File: src/hdl/mtss_pkg.sv
// ---------------------------------------------------------------------------
// mtss_pkg
// Types and constants for the motor tension stop sequencer.
// ---------------------------------------------------------------------------
package mtss_pkg;

   // command codes on the request side
   localparam logic [1:0] CMD_TICK   = 2'd0;
   localparam logic [1:0] CMD_SAMPLE = 2'd1;
   localparam logic [1:0] CMD_START  = 2'd2;

   // bridge drive codes
   localparam logic [1:0] DRV_FWD     = 2'd0;
   localparam logic [1:0] DRV_REV     = 2'd1;
   localparam logic [1:0] DRV_STANDBY = 2'd2;
   localparam logic [1:0] DRV_BRAKE   = 2'd3;

   // stop causes
   localparam logic [1:0] CAUSE_NONE    = 2'd0;
   localparam logic [1:0] CAUSE_RISING  = 2'd1;
   localparam logic [1:0] CAUSE_TIMEOUT = 2'd2;

   // configuration register indexes
   localparam logic REG_THRESHOLD = 1'b0;
   localparam logic REG_TIMEOUT   = 1'b1;

   localparam logic [15:0] TIMEOUT_RESET = 16'd20000;
   localparam int unsigned SCALE_DIV     = 500;
   localparam int unsigned QUEUE_DEPTH   = 4;

   typedef enum logic [1:0] {
      KIND_TICK,
      KIND_SAMPLE,
      KIND_START,
      KIND_NOP
   } kind_type;

   typedef enum logic [2:0] {
      PH_IDLE,
      PH_BASE,
      PH_RUN,
      PH_HOLD,
      PH_SETTLE
   } phase_type;

   // one classified word between front and back
   typedef struct packed {
      kind_type           kind;
      logic [1:0]         dir;
      logic signed [15:0] tension;
   } entry_type;

   // one result word
   typedef struct packed {
      logic               pin_a;
      logic               pin_b;
      logic signed [15:0] tension;
      logic               busy;
      logic [1:0]         cause;
      logic               fin;
      logic               last;
   } result_type;

endpackage

File: src/hdl/mtss_queue.sv
// ---------------------------------------------------------------------------
// mtss_queue
// Small register queue that decouples the classifier from the sequencer.
// ---------------------------------------------------------------------------
module mtss_queue (
   input  logic                clock,
   input  logic                reset,
   input  logic                push_valid,
   output logic                push_ready,
   input  mtss_pkg::entry_type push_word,
   output logic                pop_valid,
   input  logic                pop_ready,
   output mtss_pkg::entry_type pop_word
);
   import mtss_pkg::*;

   localparam int PW = $clog2(QUEUE_DEPTH);

   entry_type       slot_ff [QUEUE_DEPTH];
   logic [PW-1:0]   wr_ptr_ff, wr_ptr_in;
   logic [PW-1:0]   rd_ptr_ff, rd_ptr_in;
   logic [PW:0]     count_ff, count_in;
   logic            do_push, do_pop;

   assign push_ready = (count_ff != (PW+1)'(QUEUE_DEPTH));
   assign pop_valid  = (count_ff != '0);
   assign pop_word   = slot_ff[rd_ptr_ff];
   assign do_push    = push_valid && push_ready;
   assign do_pop     = pop_valid && pop_ready;

   always_comb begin
      wr_ptr_in = do_push ? wr_ptr_ff + 1'b1 : wr_ptr_ff;
      rd_ptr_in = do_pop ? rd_ptr_ff + 1'b1 : rd_ptr_ff;
      count_in  = count_ff;
      if (do_push && !do_pop) begin
         count_in = count_ff + 1'b1;
      end else if (do_pop && !do_push) begin
         count_in = count_ff - 1'b1;
      end
   end

   always_ff @(posedge clock) begin
      if (reset) begin
         wr_ptr_ff <= '0;
         rd_ptr_ff <= '0;
         count_ff  <= '0;
      end else begin
         wr_ptr_ff <= wr_ptr_in;
         rd_ptr_ff <= rd_ptr_in;
         count_ff  <= count_in;
      end
   end

   always_ff @(posedge clock) begin
      if (do_push) begin
         slot_ff[wr_ptr_ff] <= push_word;
      end
   end

endmodule

File: src/hdl/mtss_front.sv
// ---------------------------------------------------------------------------
// mtss_front
// Accepts request words, decodes the command and scales the load sample
// by 1/500 (truncating, clamped to 16 bits) in a two-stage pipeline.
// ---------------------------------------------------------------------------
module mtss_front #(
   parameter int SAMPLE_BITS = 24
) (
   input  logic                   clock,
   input  logic                   reset,
   input  logic                   in_valid,
   output logic                   in_ready,
   input  logic [1:0]             in_cmd,
   input  logic [1:0]             in_dir,
   input  logic [SAMPLE_BITS-1:0] in_raw,
   output logic                   push_valid,
   input  logic                   push_ready,
   output mtss_pkg::entry_type    push_word
);
   import mtss_pkg::*;

   localparam int SB = SAMPLE_BITS;
   localparam int QW = SB - 8;
   // reciprocal with SB fraction bits; quotient estimate is exact or one low
   localparam logic [QW-1:0] RECIP = QW'((64'd1 << SB) / 64'(SCALE_DIV));

   // stage A: classify, split sign and magnitude
   logic              a_v_ff;
   kind_type          a_kind_ff, a_kind_in;
   logic [1:0]        a_dir_ff;
   logic              a_neg_ff;
   logic [SB-1:0]     a_mag_ff, a_mag_in;

   // stage B: quotient estimate
   logic              b_v_ff;
   kind_type          b_kind_ff;
   logic [1:0]        b_dir_ff;
   logic              b_neg_ff;
   logic [SB-1:0]     b_mag_ff;
   logic [QW-1:0]     b_q0_ff, b_q0_in;
   logic [2*SB-9:0]   product;

   logic              b_ready, a_ready;
   logic [SB-1:0]     rem;
   logic [QW-1:0]     quo;
   logic [32:0]       quo_ext;
   logic signed [15:0] tension;

   assign b_ready  = !b_v_ff || push_ready;
   assign a_ready  = !a_v_ff || b_ready;
   assign in_ready = a_ready;

   always_comb begin
      case (in_cmd)
         CMD_TICK:   a_kind_in = KIND_TICK;
         CMD_SAMPLE: a_kind_in = KIND_SAMPLE;
         CMD_START:  a_kind_in = KIND_START;
         default:    a_kind_in = KIND_NOP;
      endcase
      a_mag_in = in_raw[SB-1] ? (~in_raw + 1'b1) : in_raw;
   end

   assign product = (2*SB-8)'(a_mag_ff) * (2*SB-8)'(RECIP);
   assign b_q0_in = product[2*SB-9:SB];

   // one correction step, then sign and clamp
   always_comb begin
      rem     = b_mag_ff - SB'(b_q0_ff) * SB'(SCALE_DIV);
      quo     = (rem >= SB'(SCALE_DIV)) ? b_q0_ff + 1'b1 : b_q0_ff;
      quo_ext = 33'(quo);
      if (!b_neg_ff) begin
         tension = (quo_ext > 33'd32767) ? 16'sd32767 : 16'(quo);
      end else begin
         tension = (quo_ext > 33'd32768) ? -16'sd32768 : -16'(quo);
      end
   end

   assign push_valid        = b_v_ff;
   assign push_word.kind    = b_kind_ff;
   assign push_word.dir     = b_dir_ff;
   assign push_word.tension = tension;

   always_ff @(posedge clock) begin
      if (reset) begin
         a_v_ff <= 1'b0;
         b_v_ff <= 1'b0;
      end else begin
         if (a_ready) begin
            a_v_ff <= in_valid;
         end
         if (b_ready) begin
            b_v_ff <= a_v_ff;
         end
      end
   end

   always_ff @(posedge clock) begin
      if (a_ready && in_valid) begin
         a_kind_ff <= a_kind_in;
         a_dir_ff  <= in_dir;
         a_neg_ff  <= in_raw[SB-1];
         a_mag_ff  <= a_mag_in;
      end
      if (b_ready && a_v_ff) begin
         b_kind_ff <= a_kind_ff;
         b_dir_ff  <= a_dir_ff;
         b_neg_ff  <= a_neg_ff;
         b_mag_ff  <= a_mag_ff;
         b_q0_ff   <= b_q0_in;
      end
   end

endmodule

File: src/hdl/mtss_back.sv
// ---------------------------------------------------------------------------
// mtss_back
// Run sequencer: takes classified words from the queue, steps the run,
// stop, hold and settle phases, and drives the result register.
// ---------------------------------------------------------------------------
module mtss_back (
   input  logic                clock,
   input  logic                reset,
   input  logic                csr_we,
   input  logic                csr_addr,
   input  logic [15:0]         csr_wdata,
   input  logic                pop_valid,
   output logic                pop_ready,
   input  mtss_pkg::entry_type pop_word,
   output logic                rsp_tvalid,
   input  logic                rsp_tready,
   output mtss_pkg::result_type rsp_word
);
   import mtss_pkg::*;

   logic signed [15:0] thresh_ff;
   logic [15:0]        timeout_ff;

   phase_type          phase_ff, phase_in;
   logic [1:0]         run_dir_ff, run_dir_in;
   logic [1:0]         drive_ff, drive_in;
   logic signed [15:0] tens_ff, tens_in;
   logic [15:0]        elapsed_ff, elapsed_in;
   logic [1:0]         left_ff, left_in;
   logic [1:0]         cause_ff, cause_in;
   logic               two, fin;

   logic               out_v_ff;
   result_type         out_ff;
   logic               pend_v_ff;
   result_type         pend_ff;
   result_type         res_first, res_second;

   logic               take;
   logic               rising_over, timed_out;
   logic [1:0]         left_dec;

   assign pop_ready = !pend_v_ff && (!out_v_ff || rsp_tready);
   assign take      = pop_valid && pop_ready;

   assign rising_over = (pop_word.tension > thresh_ff) && (tens_ff < pop_word.tension);
   assign timed_out   = (elapsed_ff >= timeout_ff);
   assign left_dec    = left_ff - 1'b1;

   // next state
   always_comb begin
      phase_in   = phase_ff;
      run_dir_in = run_dir_ff;
      drive_in   = drive_ff;
      tens_in    = tens_ff;
      elapsed_in = elapsed_ff;
      left_in    = left_ff;
      cause_in   = cause_ff;
      two        = 1'b0;
      fin        = 1'b0;
      if (take) begin
         case (pop_word.kind)
            KIND_TICK: begin
               if ((phase_ff == PH_BASE || phase_ff == PH_RUN) && elapsed_ff != 16'hFFFF) begin
                  elapsed_in = elapsed_ff + 1'b1;
               end
            end
            KIND_START: begin
               if (phase_ff == PH_IDLE) begin
                  run_dir_in = pop_word.dir;
                  elapsed_in = '0;
                  cause_in   = CAUSE_NONE;
                  left_in    = '0;
                  phase_in   = PH_BASE;
               end
            end
            KIND_SAMPLE: begin
               tens_in = pop_word.tension;
               case (phase_ff)
                  PH_BASE: begin
                     drive_in = run_dir_ff;
                     phase_in = PH_RUN;
                  end
                  PH_RUN: begin
                     if (rising_over || timed_out) begin
                        cause_in = rising_over ? CAUSE_RISING : CAUSE_TIMEOUT;
                        if (run_dir_ff == DRV_FWD) begin
                           drive_in = DRV_REV;
                        end else if (run_dir_ff == DRV_REV) begin
                           drive_in = DRV_FWD;
                        end
                        left_in  = 2'd2;
                        phase_in = PH_HOLD;
                     end
                  end
                  PH_HOLD: begin
                     left_in = left_dec;
                     if (left_dec == '0) begin
                        // brake word, then standby word
                        two      = 1'b1;
                        drive_in = DRV_STANDBY;
                        left_in  = 2'd2;
                        phase_in = PH_SETTLE;
                     end
                  end
                  PH_SETTLE: begin
                     left_in = left_dec;
                     if (left_dec == '0) begin
                        fin      = 1'b1;
                        phase_in = PH_IDLE;
                     end
                  end
                  default: begin
                  end
               endcase
            end
            default: begin
            end
         endcase
      end
   end

   // result words
   always_comb begin
      res_first.pin_a   = two || drive_in == DRV_REV || drive_in == DRV_BRAKE;
      res_first.pin_b   = two || drive_in == DRV_FWD || drive_in == DRV_BRAKE;
      res_first.tension = tens_in;
      res_first.busy    = (phase_in != PH_IDLE);
      res_first.cause   = cause_in;
      res_first.fin     = fin;
      res_first.last    = !two;

      res_second.pin_a   = 1'b0;
      res_second.pin_b   = 1'b0;
      res_second.tension = tens_in;
      res_second.busy    = 1'b1;
      res_second.cause   = cause_in;
      res_second.fin     = 1'b0;
      res_second.last    = 1'b1;
   end

   assign rsp_tvalid = out_v_ff;
   assign rsp_word   = out_ff;

   always_ff @(posedge clock) begin
      if (reset) begin
         thresh_ff  <= '0;
         timeout_ff <= TIMEOUT_RESET;
         phase_ff   <= PH_IDLE;
         run_dir_ff <= DRV_FWD;
         drive_ff   <= DRV_STANDBY;
         tens_ff    <= '0;
         elapsed_ff <= '0;
         left_ff    <= '0;
         cause_ff   <= CAUSE_NONE;
         out_v_ff   <= 1'b0;
         pend_v_ff  <= 1'b0;
      end else begin
         if (csr_we) begin
            case (csr_addr)
               REG_THRESHOLD: thresh_ff  <= csr_wdata;
               REG_TIMEOUT:   timeout_ff <= csr_wdata;
               default: begin
               end
            endcase
         end
         phase_ff   <= phase_in;
         run_dir_ff <= run_dir_in;
         drive_ff   <= drive_in;
         tens_ff    <= tens_in;
         elapsed_ff <= elapsed_in;
         left_ff    <= left_in;
         cause_ff   <= cause_in;
         if (take) begin
            out_v_ff  <= 1'b1;
            pend_v_ff <= two;
         end else if (out_v_ff && rsp_tready) begin
            if (pend_v_ff) begin
               pend_v_ff <= 1'b0;
            end else begin
               out_v_ff <= 1'b0;
            end
         end
      end
   end

   always_ff @(posedge clock) begin
      if (take) begin
         out_ff  <= res_first;
         pend_ff <= res_second;
      end else if (out_v_ff && rsp_tready && pend_v_ff) begin
         out_ff <= pend_ff;
      end
   end

endmodule

File: src/hdl/motor_tension_stop_sequencer.sv
// ---------------------------------------------------------------------------
// motor_tension_stop_sequencer
// H-bridge run sequencer that stops on rising load or on timeout.
// ---------------------------------------------------------------------------
// channel | dir | tdata (low bit up)                       | tuser    | tlast
// req_    | in  | direction, raw_sample, zero pad          | command  | -
// rsp_    | out | pin_a, pin_b, scaled_tension, busy_res,  | finished | last_of_run
//         |     | stop_cause, zero pad                     |          |
// csr_    | in  | write enable, register index, 16-bit data| -        | -
//
// One request word per cycle is accepted while req_tready is high. A word
// passes the two scaling stages (A, B), then the four-entry queue, before it
// reaches the sequencer. Results leave one per cycle while rsp_tready is high.
// A word gives one result, the hold-to-settle sample gives two, set by the
// single result register and its second-word buffer. Reset is synchronous;
// a stalled rsp_ side fills the queue before req_tready drops.
module motor_tension_stop_sequencer #(
   parameter int SAMPLE_BITS = 24,
   localparam int REQ_W = ((SAMPLE_BITS + 2 + 7) / 8) * 8
) (
   input  logic             clock,
   input  logic             reset,
   input  logic             req_tvalid,
   output logic             req_tready,
   input  logic [REQ_W-1:0] req_tdata,   // direction[1:0], raw_sample, pad
   input  logic [1:0]       req_tuser,   // command
   output logic             rsp_tvalid,
   input  logic             rsp_tready,
   output logic [23:0]      rsp_tdata,   // pin_a, pin_b, scaled_tension[15:0],
                                         // busy_res, stop_cause[1:0], pad
   output logic             rsp_tuser,   // finished
   output logic             rsp_tlast,   // last_of_run
   input  logic             csr_we,
   input  logic             csr_addr,
   input  logic [15:0]      csr_wdata
);
   import mtss_pkg::*;

   logic       push_valid, push_ready;
   entry_type  push_word;
   logic       pop_valid, pop_ready;
   entry_type  pop_word;
   result_type rsp_word;

   mtss_front #(
      .SAMPLE_BITS (SAMPLE_BITS)
   ) u_front (
      .clock      (clock),
      .reset      (reset),
      .in_valid   (req_tvalid),
      .in_ready   (req_tready),
      .in_cmd     (req_tuser),
      .in_dir     (req_tdata[1:0]),
      .in_raw     (req_tdata[SAMPLE_BITS+1:2]),
      .push_valid (push_valid),
      .push_ready (push_ready),
      .push_word  (push_word)
   );

   mtss_queue u_queue (
      .clock      (clock),
      .reset      (reset),
      .push_valid (push_valid),
      .push_ready (push_ready),
      .push_word  (push_word),
      .pop_valid  (pop_valid),
      .pop_ready  (pop_ready),
      .pop_word   (pop_word)
   );

   mtss_back u_back (
      .clock      (clock),
      .reset      (reset),
      .csr_we     (csr_we),
      .csr_addr   (csr_addr),
      .csr_wdata  (csr_wdata),
      .pop_valid  (pop_valid),
      .pop_ready  (pop_ready),
      .pop_word   (pop_word),
      .rsp_tvalid (rsp_tvalid),
      .rsp_tready (rsp_tready),
      .rsp_word   (rsp_word)
   );

   assign rsp_tdata = {3'b000, rsp_word.cause, rsp_word.busy, rsp_word.tension,
                       rsp_word.pin_b, rsp_word.pin_a};
   assign rsp_tuser = rsp_word.fin;
   assign rsp_tlast = rsp_word.last;

endmodule

File: config.mk
export PLATFORM = sky130hd
export DESIGN_NAME = motor_tension_stop_sequencer
export DESIGN_NICKNAME = d
export VERILOG_FILES = /design/src/hdl/mtss_pkg.sv /design/src/hdl/mtss_queue.sv /design/src/hdl/mtss_front.sv /design/src/hdl/mtss_back.sv /design/src/hdl/motor_tension_stop_sequencer.sv
export SDC_FILE = /design/constraint.sdc
export NUM_CORES = 1
export LEC_CHECK = 0
export BUFFER_PORTS_ARGS = -buffer_cell sky130_fd_sc_hd__buf_2
export CAP_MARGIN = 20
export CORE_MARGIN = 2
export CORE_UTILIZATION = 44
export CTS_BUF_LIST = sky130_fd_sc_hd__clkbuf_2 sky130_fd_sc_hd__clkbuf_4 sky130_fd_sc_hd__clkbuf_8
export DETAILED_ROUTE_END_ITERATION = 8
export PLACE_DENSITY_LB_ADDON = 0.25
export SYNTH_ARGS = -nofsm -noshare
export SYNTH_HDL_FRONTEND = slang
export SYNTH_SLANG_ARGS = --single-unit
File: constraint.sdc
create_clock -name clock -period 25.7 [get_ports clock]
set_input_delay 5.14 -clock clock [delete_from_list [all_inputs] [get_ports clock]]
set_output_delay 5.14 -clock clock [all_outputs]
set_load 0.01 [all_outputs]
# Word-level counts from Yosys, hierarchy flattened

Memories as Yosys holds them, arrays and structs flattened. A register that Yosys moved wholly into a read port is not among the register bits.
Cells that the tools add are included.

Add/subtract/negate cells: 10
$mul: 2
Magnitude comparators: 6
Equal/unequal tests: 18
Multiplexer cells: 55
Bitwise operators: 2
Reductions and logical operators: 46

Operator list:

| operator                 | number |
|---|---|
| $mux W16                 | 8 |
| $mux W23                 | 3 |
| $mul A24 B15 Y39 const B | 1 |
| $add A16 B1 Y16 const B  | 2 |
| $mux W2                  | 16 |
| $pmux W16 S2             | 1 |
| $add A24 B1 Y24 const B  | 1 |
| $ge A24 B9 Y1 const B    | 1 |
| $not A24 Y24             | 1 |
| $sub A24 B24 Y24         | 1 |
| $mul A16 B7 Y22 const B  | 1 |
| $mux W3                  | 7 |
| $pmux W2 S3              | 3 |
| $ge A16 B16 Y1           | 1 |
| $gt A16 B15 Y1 const B   | 1 |
| $gt A16 B16 Y1           | 1 |
| $gt A16 B16 Y1 const B   | 1 |
| $lt A16 B16 Y1           | 1 |
| $ne A16 B16 Y1 const B   | 1 |
| $neg A16 Y16             | 1 |
| $mux W1                  | 13 |
| $pmux W3 S4              | 1 |
| $logic_and A1 B1 Y1      | 11 |
| $logic_not A2 Y1         | 5 |
| other kinds (25)         | 56 |

Register bits: 201
Memory bits (writable): 80
Input port bits: 56
Output and inout port bits: 28
Word-level logic and storage cells: 175
Memories kept: 1

Memories:

| memory          | depth | width | rd ports | clocked after Yosys merged registers in | write ports | RTL line         | source |
|---|---|---|---|---|---|---|---|
| u_queue.slot_ff | 4     | 20    | 1        | 1                                       | 1           | mtss_queue.sv:19 | `entry_type slot_ff [QUEUE_DEPTH];` |

# Depth between registers and ports, before layout

Gate-level depths: netlist of the first run.

Depth in word-level cells: 11
Gate-level depth with buffers: 33
Mapped depth without buffers: 32

# Hierarchy

A second synthesis of the first run with hierarchy kept.

Cell total of the unflattened synthesis: 2058
Area total of the unflattened synthesis: 21284.2 um2

By module, submodules not included:

| module                       | instances | cells each | area each (um2) | seq. area each (um2) |
|---|---|---|---|---|
| mtss_front                   | 1         | 1194       | 11614.9         | 2202.1 |
| mtss_back                    | 1         | 708        | 6272.3          | 2772.7 |
| mtss_queue                   | 1         | 152        | 3370.7          | 2582.5 |
| motor_tension_stop_sequencer | 1         | 4          | 26.3            | 0.0 |

# Worst setup path before layout of the first run

OpenSTA, ideal clock, no wires.

Kind: register -> register
Start: register u_front.b_q0_ff[1]
End: memory u_queue.slot_ff[0][4] in the netlist's numbering, data pin
Library setup time: 0.225 ns
Data arrival time: 8.233 ns
Required time: 25.475 ns
Slack: 17.242 ns
Stages on the path, launching flop included: 33
Buffers on the path: 0
Clock period less this slack: 8.458 ns
Path through: edfxtp_1 fa_1 fa_1 inv_1 fa_1 fa_1 inv_1 ha_1 inv_1 o21bai_1 a21oi_1 o21bai_1 a21oi_1 o21ai_0 or4b_2 o2111ai_1 nand2b_1 a21oi_1 xor2_1 ha_1 a21o_1 a211o_1 a2111o_1 a211oi_1 nor3_1 xnor2_1 a21boi_2 a21oi_1 xnor2_1 nand2b_1 nor4_2 a31oi_2 a311oi_1

RTL lines:

| element                | RTL line          | source |
|---|---|---|
| start, declared        | mtss_front.sv:40  | `logic [QW-1:0] b_q0_ff, b_q0_in;` |
| start signal, assigned | mtss_front.sv:109 | `b_q0_ff <= b_q0_in;` |
| end, declared          | mtss_queue.sv:19  |  |

==> results of run 1 <==
-- through the flow --
| stage | setup slack (ns) | area, um2 |
|---|---|---|
| after global placement | 15.88 | 22100 |
| after detailed placement | 15.81 | 22100 |
| after global routing | 15.10 | 23300 |
| after CTS | 15.77 | 23200 |
| final | 15.77 | 23300 |
| after floorplan | 17.24 | 21100 |
-- cells in the final DEF, fill, tap and decap left out, types with 74 or more instances in the layout --
master and n:
nand2_1 169, dfxtp_1 88, fa_1 109, o21ai_0 92
inv_1 301, ha_1 292, edfxtp_1 193, a21oi_1 97
nor2_1 101, buf_2 74
-- metal layers --
| metal | track usage [%] | vias to the layer above |
|---|---|---|
| met5 | 0 | - |
| met4 | 4.91 | 0 |
| met3 | 3.06 | 63 |
| met2 | 32.6 | 237 |
| met1 | 22.8 | 6979 |
| li1 | - | 7282 |
-- layout make-up --
type	instances	area, um2	area share [%]
inverters	303	1140	4.87
repair buffers	85	531	2.27
flip-flops and latches	281	7560	32.4
well taps	615	769	3.30
clock buffers	68	867	3.71
multi-input cells	1408	12200	52.4
clock inverters	20	240	1.03
-- cell usage after synthesis (39+ instances only) --
master / instances / area share [%]
a21oi_1: 99 / 2.3
clkbuf_1: 41 / 0.73
dfxtp_1: 88 / 8.3
edfxtp_1: 193 / 27
fa_1: 109 / 10
ha_1: 292 / 17
inv_1: 301 / 5.3
nand2_1: 169 / 3.0
nand3_1: 39 / 0.92
nor2_1: 101 / 1.8
o21ai_0: 92 / 2.2
xnor2_1: 61 / 2.5
-- worst max path at each step --
stage / from / to / slack, ns / cells after the start
after floorplan: u_front.b_q0_ff[1] / u_queue.slot_ff[0][4] / 17.24 / 32
after global placement: u_front.b_q0_ff[0] / u_queue.slot_ff[0][8] / 15.88 / 32
after detailed placement: u_front.b_q0_ff[0] / u_queue.slot_ff[0][8] / 15.81 / 32
after CTS: u_front.b_q0_ff[0] / u_queue.slot_ff[0][8] / 15.77 / 32
after global routing: u_front.b_q0_ff[0] / u_queue.slot_ff[0][8] / 15.10 / 32
final: u_front.b_q0_ff[0] / u_queue.slot_ff[0][8] / 15.77 / 32
-- kinds of logic (layout without fill, tap and decap cells) --
family | count (synthesis) | after routing | synth area share [%]
XOR/XNOR | 91 | 91 | 3.84
buffers and inverters | 357 | 476 | 6.40
flip-flops | 281 | 281 | 35.8
multiplexers | 48 | 48 | 3.48
adder cells (fa/ha/maj) | 401 | 401 | 27.6
AND/OR/NAND/NOR | 509 | 509 | 12.0
AO/OA/AOI/OAI | 356 | 356 | 10.8
other | 1 | 3 | 0.0178
-- flip-flops by register name, indices dropped and copies added (netlist names), 3 cells and up, named ones only --
register	count
u_queue.count_ff	3
u_back.thresh_ff	16
u_back.tens_ff	16
u_queue.slot_ff	80
u_back.phase_ff	3
u_back.timeout_ff	16
u_front.b_q0_ff	16
u_back.rsp_word	23
u_back.pend_ff	18
u_front.a_mag_ff	24
u_front.b_mag_ff	22
u_back.elapsed_ff	16
==> results.md, run 1 <==
- Post-cts gate resize count: 0
- Die X: 223 um
- Endpoints failing hold: 0
- WS Path Type: register to register
- CTS tree: done
- Hold Path Origin: u_front.a_dir_ff[0]
- Clock skew: 0.0222 ns
- Setup TNS: 0 ns
- Crit. End Element: register
- CTS Buffer Depth: 3
- Slew @ Worst Pin: 1.03 ns
- Fin crit share: 38.6%
- # IOs: 84
- Clk pin slew, worst setup/hold paths: 0.06 ns
- Final core occ: 49.1%
- Slew Viols, Final: 0
- Site Rows: 80
- Hold WS: 0.406 ns
- Clock sink total: 281
- Via/cell ratio: 5.24
- Post-synthesis register bit count: 281
- CP Launch Type: register
- Largest net degree at the start of global routing: 75
- Number of synthesized flops with an enable pin: 193
- Crit path DAT: 10.26 ns
- Core outline area: 0.0475 mm2
- Period minus WS final: 9.93 ns
- Mapped Cells: 2,044
- Initial Util: 44.4%
- Worst-path fanout max: 13
- Cell count after placement: 2,688
- Syn_area_per_cell: 10.3 um2
- Reg2Reg Depth: 32
- Residual DRC: 0
- HPWL after DPL: 34,200 um
- Slew Limit Headroom: 31.3%
- Number of setup violations in the final report: 0
- RD Place Congestion: 0.841
- R2r endpoint: u_queue.slot_ff[0][8]
- M1 WL: 19,800 um
- DRT Pass-1 Iters: 5
- Initial antenna violation count: 2
- DIE AREA: 0.0498 mm2
- Cell Area, Synth: 0.0211 mm2
- Vias in the first global route: 14,725
- Critical path's slowest cell: or4b_2
- Worst hold endpoint: u_front.b_dir_ff[0]
- Top cell family by delay on the critical path: compound AO/OA/AOI/OAI gates
- Antenna cells: 0
- Met2 routed WL: 21,900 um
- Nets: 2,584
- Highest metal used: met4
- CP Buf/Inv Count: 3
- Main synth FF type: edfxtp_1
- Htree depth: 2
- Synth warn: 0
- Layout cells sized above 1: 10.2%
- RSZ-0062 raised after global routing: no
- Area delta synth->final: 10.5%
- CTS root buffer: clkbuf_8
- DR vias: 14,561
- Postcts setup bufs: 0
- DIE HEIGHT: 223 um
- Worst-Skew Late Latency: 0.62 ns
- CTS Buf Count: 48
- Crit Reg-Reg Startpoint: u_front.b_q0_ff[0]
- FF-to-FF setup slack: 15.77 ns
- First-pass GRT wire length: 73,600 um
- GRT Residual Overflow: 0
- Status: finished, final reports clean
- Cell variety after synth: 86
- Max incr delay on CP: 0.67 ns
- GR Util All Layers: 18.2%
- Finished Layout Cells: 2,780
- Ys async rst share: 0%
- Max-Cap Viols: 0
- Fmax: 101 MHz
- Hold buffer count at CTS: 0
- Register area share after synthesis: 35.8%
- IO Port Bufs: 74
- Filler cells: 4,350
- Post-Route WL: 44,100 um
- Hold Path Class: register to register
- Worst path required time: 26.04 ns
- DR iter-0 viols: 683
- Routed wire per std cell: 15.9 um
- Routed met3 length: 1640 um
- Hold Path Depth: 0
- Final ANT Viol Nets: 0
Power of run 1 is left out: the tool's default activity adds up to more than one toggle a clock period on the data nets, which glitch-free logic cannot reach.
==> run 2: changes to the inputs <==
ABC_AREA = 1   (was unset)
clock period = 10 ns   (was 25.7 ns; I/O delays follow)
==> run 2 against run 1 <==
Via count increased by 17%. Non-clock buffer count grew 2. Critical path depth up 7. Clock skew up 0.022 ns.
==> results.md, run 2 <==
- Die X: 228 um
- # IOs: 84
- Reg2Reg Depth: 39
- Yosys top cell by area: edfxtp_1
- Clock sink total: 281
- Final ANT Viol Nets: 0
- Fin crit share: 85.2%
- Slew Limit Headroom: 32.9%
- Crit Reg-Reg Startpoint: u_front.b_q0_ff[6]
- Top cell family by delay on the critical path: simple AND/OR/NAND/NOR gates
- Post-cts gate resize count: 0
- Slew Viols, Final: 0
- Max reg flops: 80
- Nets: 3,158
- Register area share after synthesis: 34.1%
- Endpoints failing hold: 0
- Hold WS: 0.387 ns
- Number of synthesized flops with an enable pin: 193
- Ys async rst share: 0%
- Cell variety after synth: 58
- DRT Pass-1 Iters: 5
- Worst path required time: 10.39 ns
- Most numerous cell in the Yosys netlist: nand2_1
- Mapped Cells: 2,609
- Area delta synth->final: 10.1%
- Core outline area: 0.0500 mm2
- RD Place Congestion: 0.870
- GRT Residual Overflow: 0
- DIE AREA: 0.0522 mm2
- Post-synthesis register bit count: 281
- CTS Buf Count: 50
- Initial Util: 44.3%
- Hold Path Depth: 0
- Commonest non-fill, non-tap cells in the layout: nand2_1 (577), inv_1 (480), ha_1 (292)
- Site Rows: 82
- CTS tree: done
- FF-to-FF setup slack: 1.48 ns
- Clock skew: 0.0446 ns
- Crit path DAT: 8.90 ns
- Synth warn: 0
- DR iter-0 viols: 826
- Most used cell, CP: nand2_1
- Htree depth: 2
- Worst-Skew Late Latency: 0.66 ns
- Hold Path Class: register to register
- Filler cells: 4,790
- Largest reg by FF count: u_queue.slot_ff
- Cell count after placement: 3,320
- DIE HEIGHT: 228 um
- Vias in the first global route: 17,005
- DR vias: 17,081
- Postcts setup bufs: 0
- Layout cells sized above 1: 8.47%
- Hold Path Origin: u_front.a_kind_ff[1]
- Max incr delay on CP: 0.56 ns
- Leading cell type in the layout, fill and taps excluded: nand2_1
- Slew @ Worst Pin: 1.01 ns
- Hold buffer count at CTS: 0
- Setup TNS: 0 ns
- Worst hold endpoint: u_front.b_kind_ff[1]
- RSZ-0062 raised after global routing: no
- CP Buf/Inv Count: 3
- Via/cell ratio: 5.00
- Initial antenna violation count: 1
- Period minus WS final: 8.52 ns
- HPWL after DPL: 39,500 um
- Clk pin slew, worst setup/hold paths: 0.06 ns
- Main synth FF type: edfxtp_1
- Residual DRC: 0
- Finished Layout Cells: 3,413
- Number of setup violations in the final report: 0
- Worst-path fanout max: 17
- Status: finished, final reports clean
- CP Launch Type: register
- Top post-synthesis cells by count: nand2_1 (577), inv_1 (481), ha_1 (292)
- Critical path's slowest cell: fa_1
- CTS Buffer Depth: 3
- Post-Route WL: 50,500 um
- Area fraction of the dominant cell type after synthesis: 26.2%
- Largest net degree at the start of global routing: 44
- GR Util All Layers: 19.9%
- WS Path Type: register to register
- IO Port Bufs: 74
- Synth top area cells: edfxtp_1 (26%), ha_1 (16%), fa_1 (9.8%), nand2_1 (9.8%), inv_1 (8.1%)
- Syn_area_per_cell: 8.49 um2
- Fmax: 117 MHz
- Cell Area, Synth: 0.0222 mm2
- Max-Cap Viols: 0
- First-pass GRT wire length: 84,400 um
- CTS root buffer: clkbuf_8
- Crit. End Element: register
- R2r endpoint: u_queue.slot_ff[1][1]
- Routed wire per std cell: 14.8 um
run 2: cell count changes after synthesis, sizes merged, moves of 36 or more:
cell,change
nand2b,-36
xnor2,-40
nand3,+78
inv,+186
nor2b,-39
nand2,+424
a21oi,+51
nor2,+69
o21ai,+41
run 2: stage by stage:
step                worst slack (ns)  utilization [%]  cell area, um2
finish                          1.48             48.8           24400
global route                   0.759             48.8           24400
CTS                             1.50             48.8           24400
detailed placement              1.50             46.6           23300
global placement                1.60             46.5           23200
floorplan                       2.98                -           22200
run 2: worst reg2reg max path, delay by kind of cell (launching register included):
family	cells	cell delay [ns]
compound gates	7	1.40
simple gates	21	2.77
fa+ha+maj	6	2.76
xor+xnor	2	0.44
flops	1	0.47
buf+inv	3	0.40
run 2: worst max path at each step:
stage / start / endpoint / slack (ns) / cells after the start
after floorplan: u_front.b_q0_ff[6] / u_queue.slot_ff[0][15] / 2.98 / 44
after global placement: u_front.b_q0_ff[1] / u_queue.slot_ff[0][1] / 1.60 / 39
after detailed placement: u_front.b_q0_ff[1] / u_queue.slot_ff[1][1] / 1.50 / 39
after CTS: u_front.b_q0_ff[1] / u_queue.slot_ff[2][1] / 1.50 / 39
after global routing: u_front.b_q0_ff[6] / u_queue.slot_ff[2][1] / 0.76 / 39
final: u_front.b_q0_ff[6] / u_queue.slot_ff[1][1] / 1.48 / 39
run 2: layer usage:
metal | GRT usage [%] | wire length, um | vias to the layer above
li1 | - | - | 8679
met1 | 24.7 | 22600 | 7987
met2 | 35.1 | 24200 | 315
met3 | 2.99 | 2140 | 100
met4 | 6.70 | 1500 | 0
met5 | 0 | 0 | -
run 2: layout make-up:
cell class	instances	area (um2)	share of cell area (%)
diodes	1	2.50	0.0103
clock buffers	77	935	3.83
clock inverters	14	175	0.718
inverters	490	1840	7.54
multi-input cells	1791	12600	51.5
flip-flops and latches	281	7560	31.0
well taps	672	841	3.45
repair buffers	87	495	2.03
run 2: cell families after synthesis:
logic type | Yosys count | share of synthesized area [%]
and+or+nand+nor | 966 | 18.6
buffers and inverters | 539 | 9.27
adders and majority gates | 401 | 26.3
AOI/OAI and AO/OA | 348 | 8.75
DFF | 281 | 34.1
xor gates and xnor gates | 73 | 2.89
other | 1 | 0.0169
Power of run 2 is left out for the same reason.
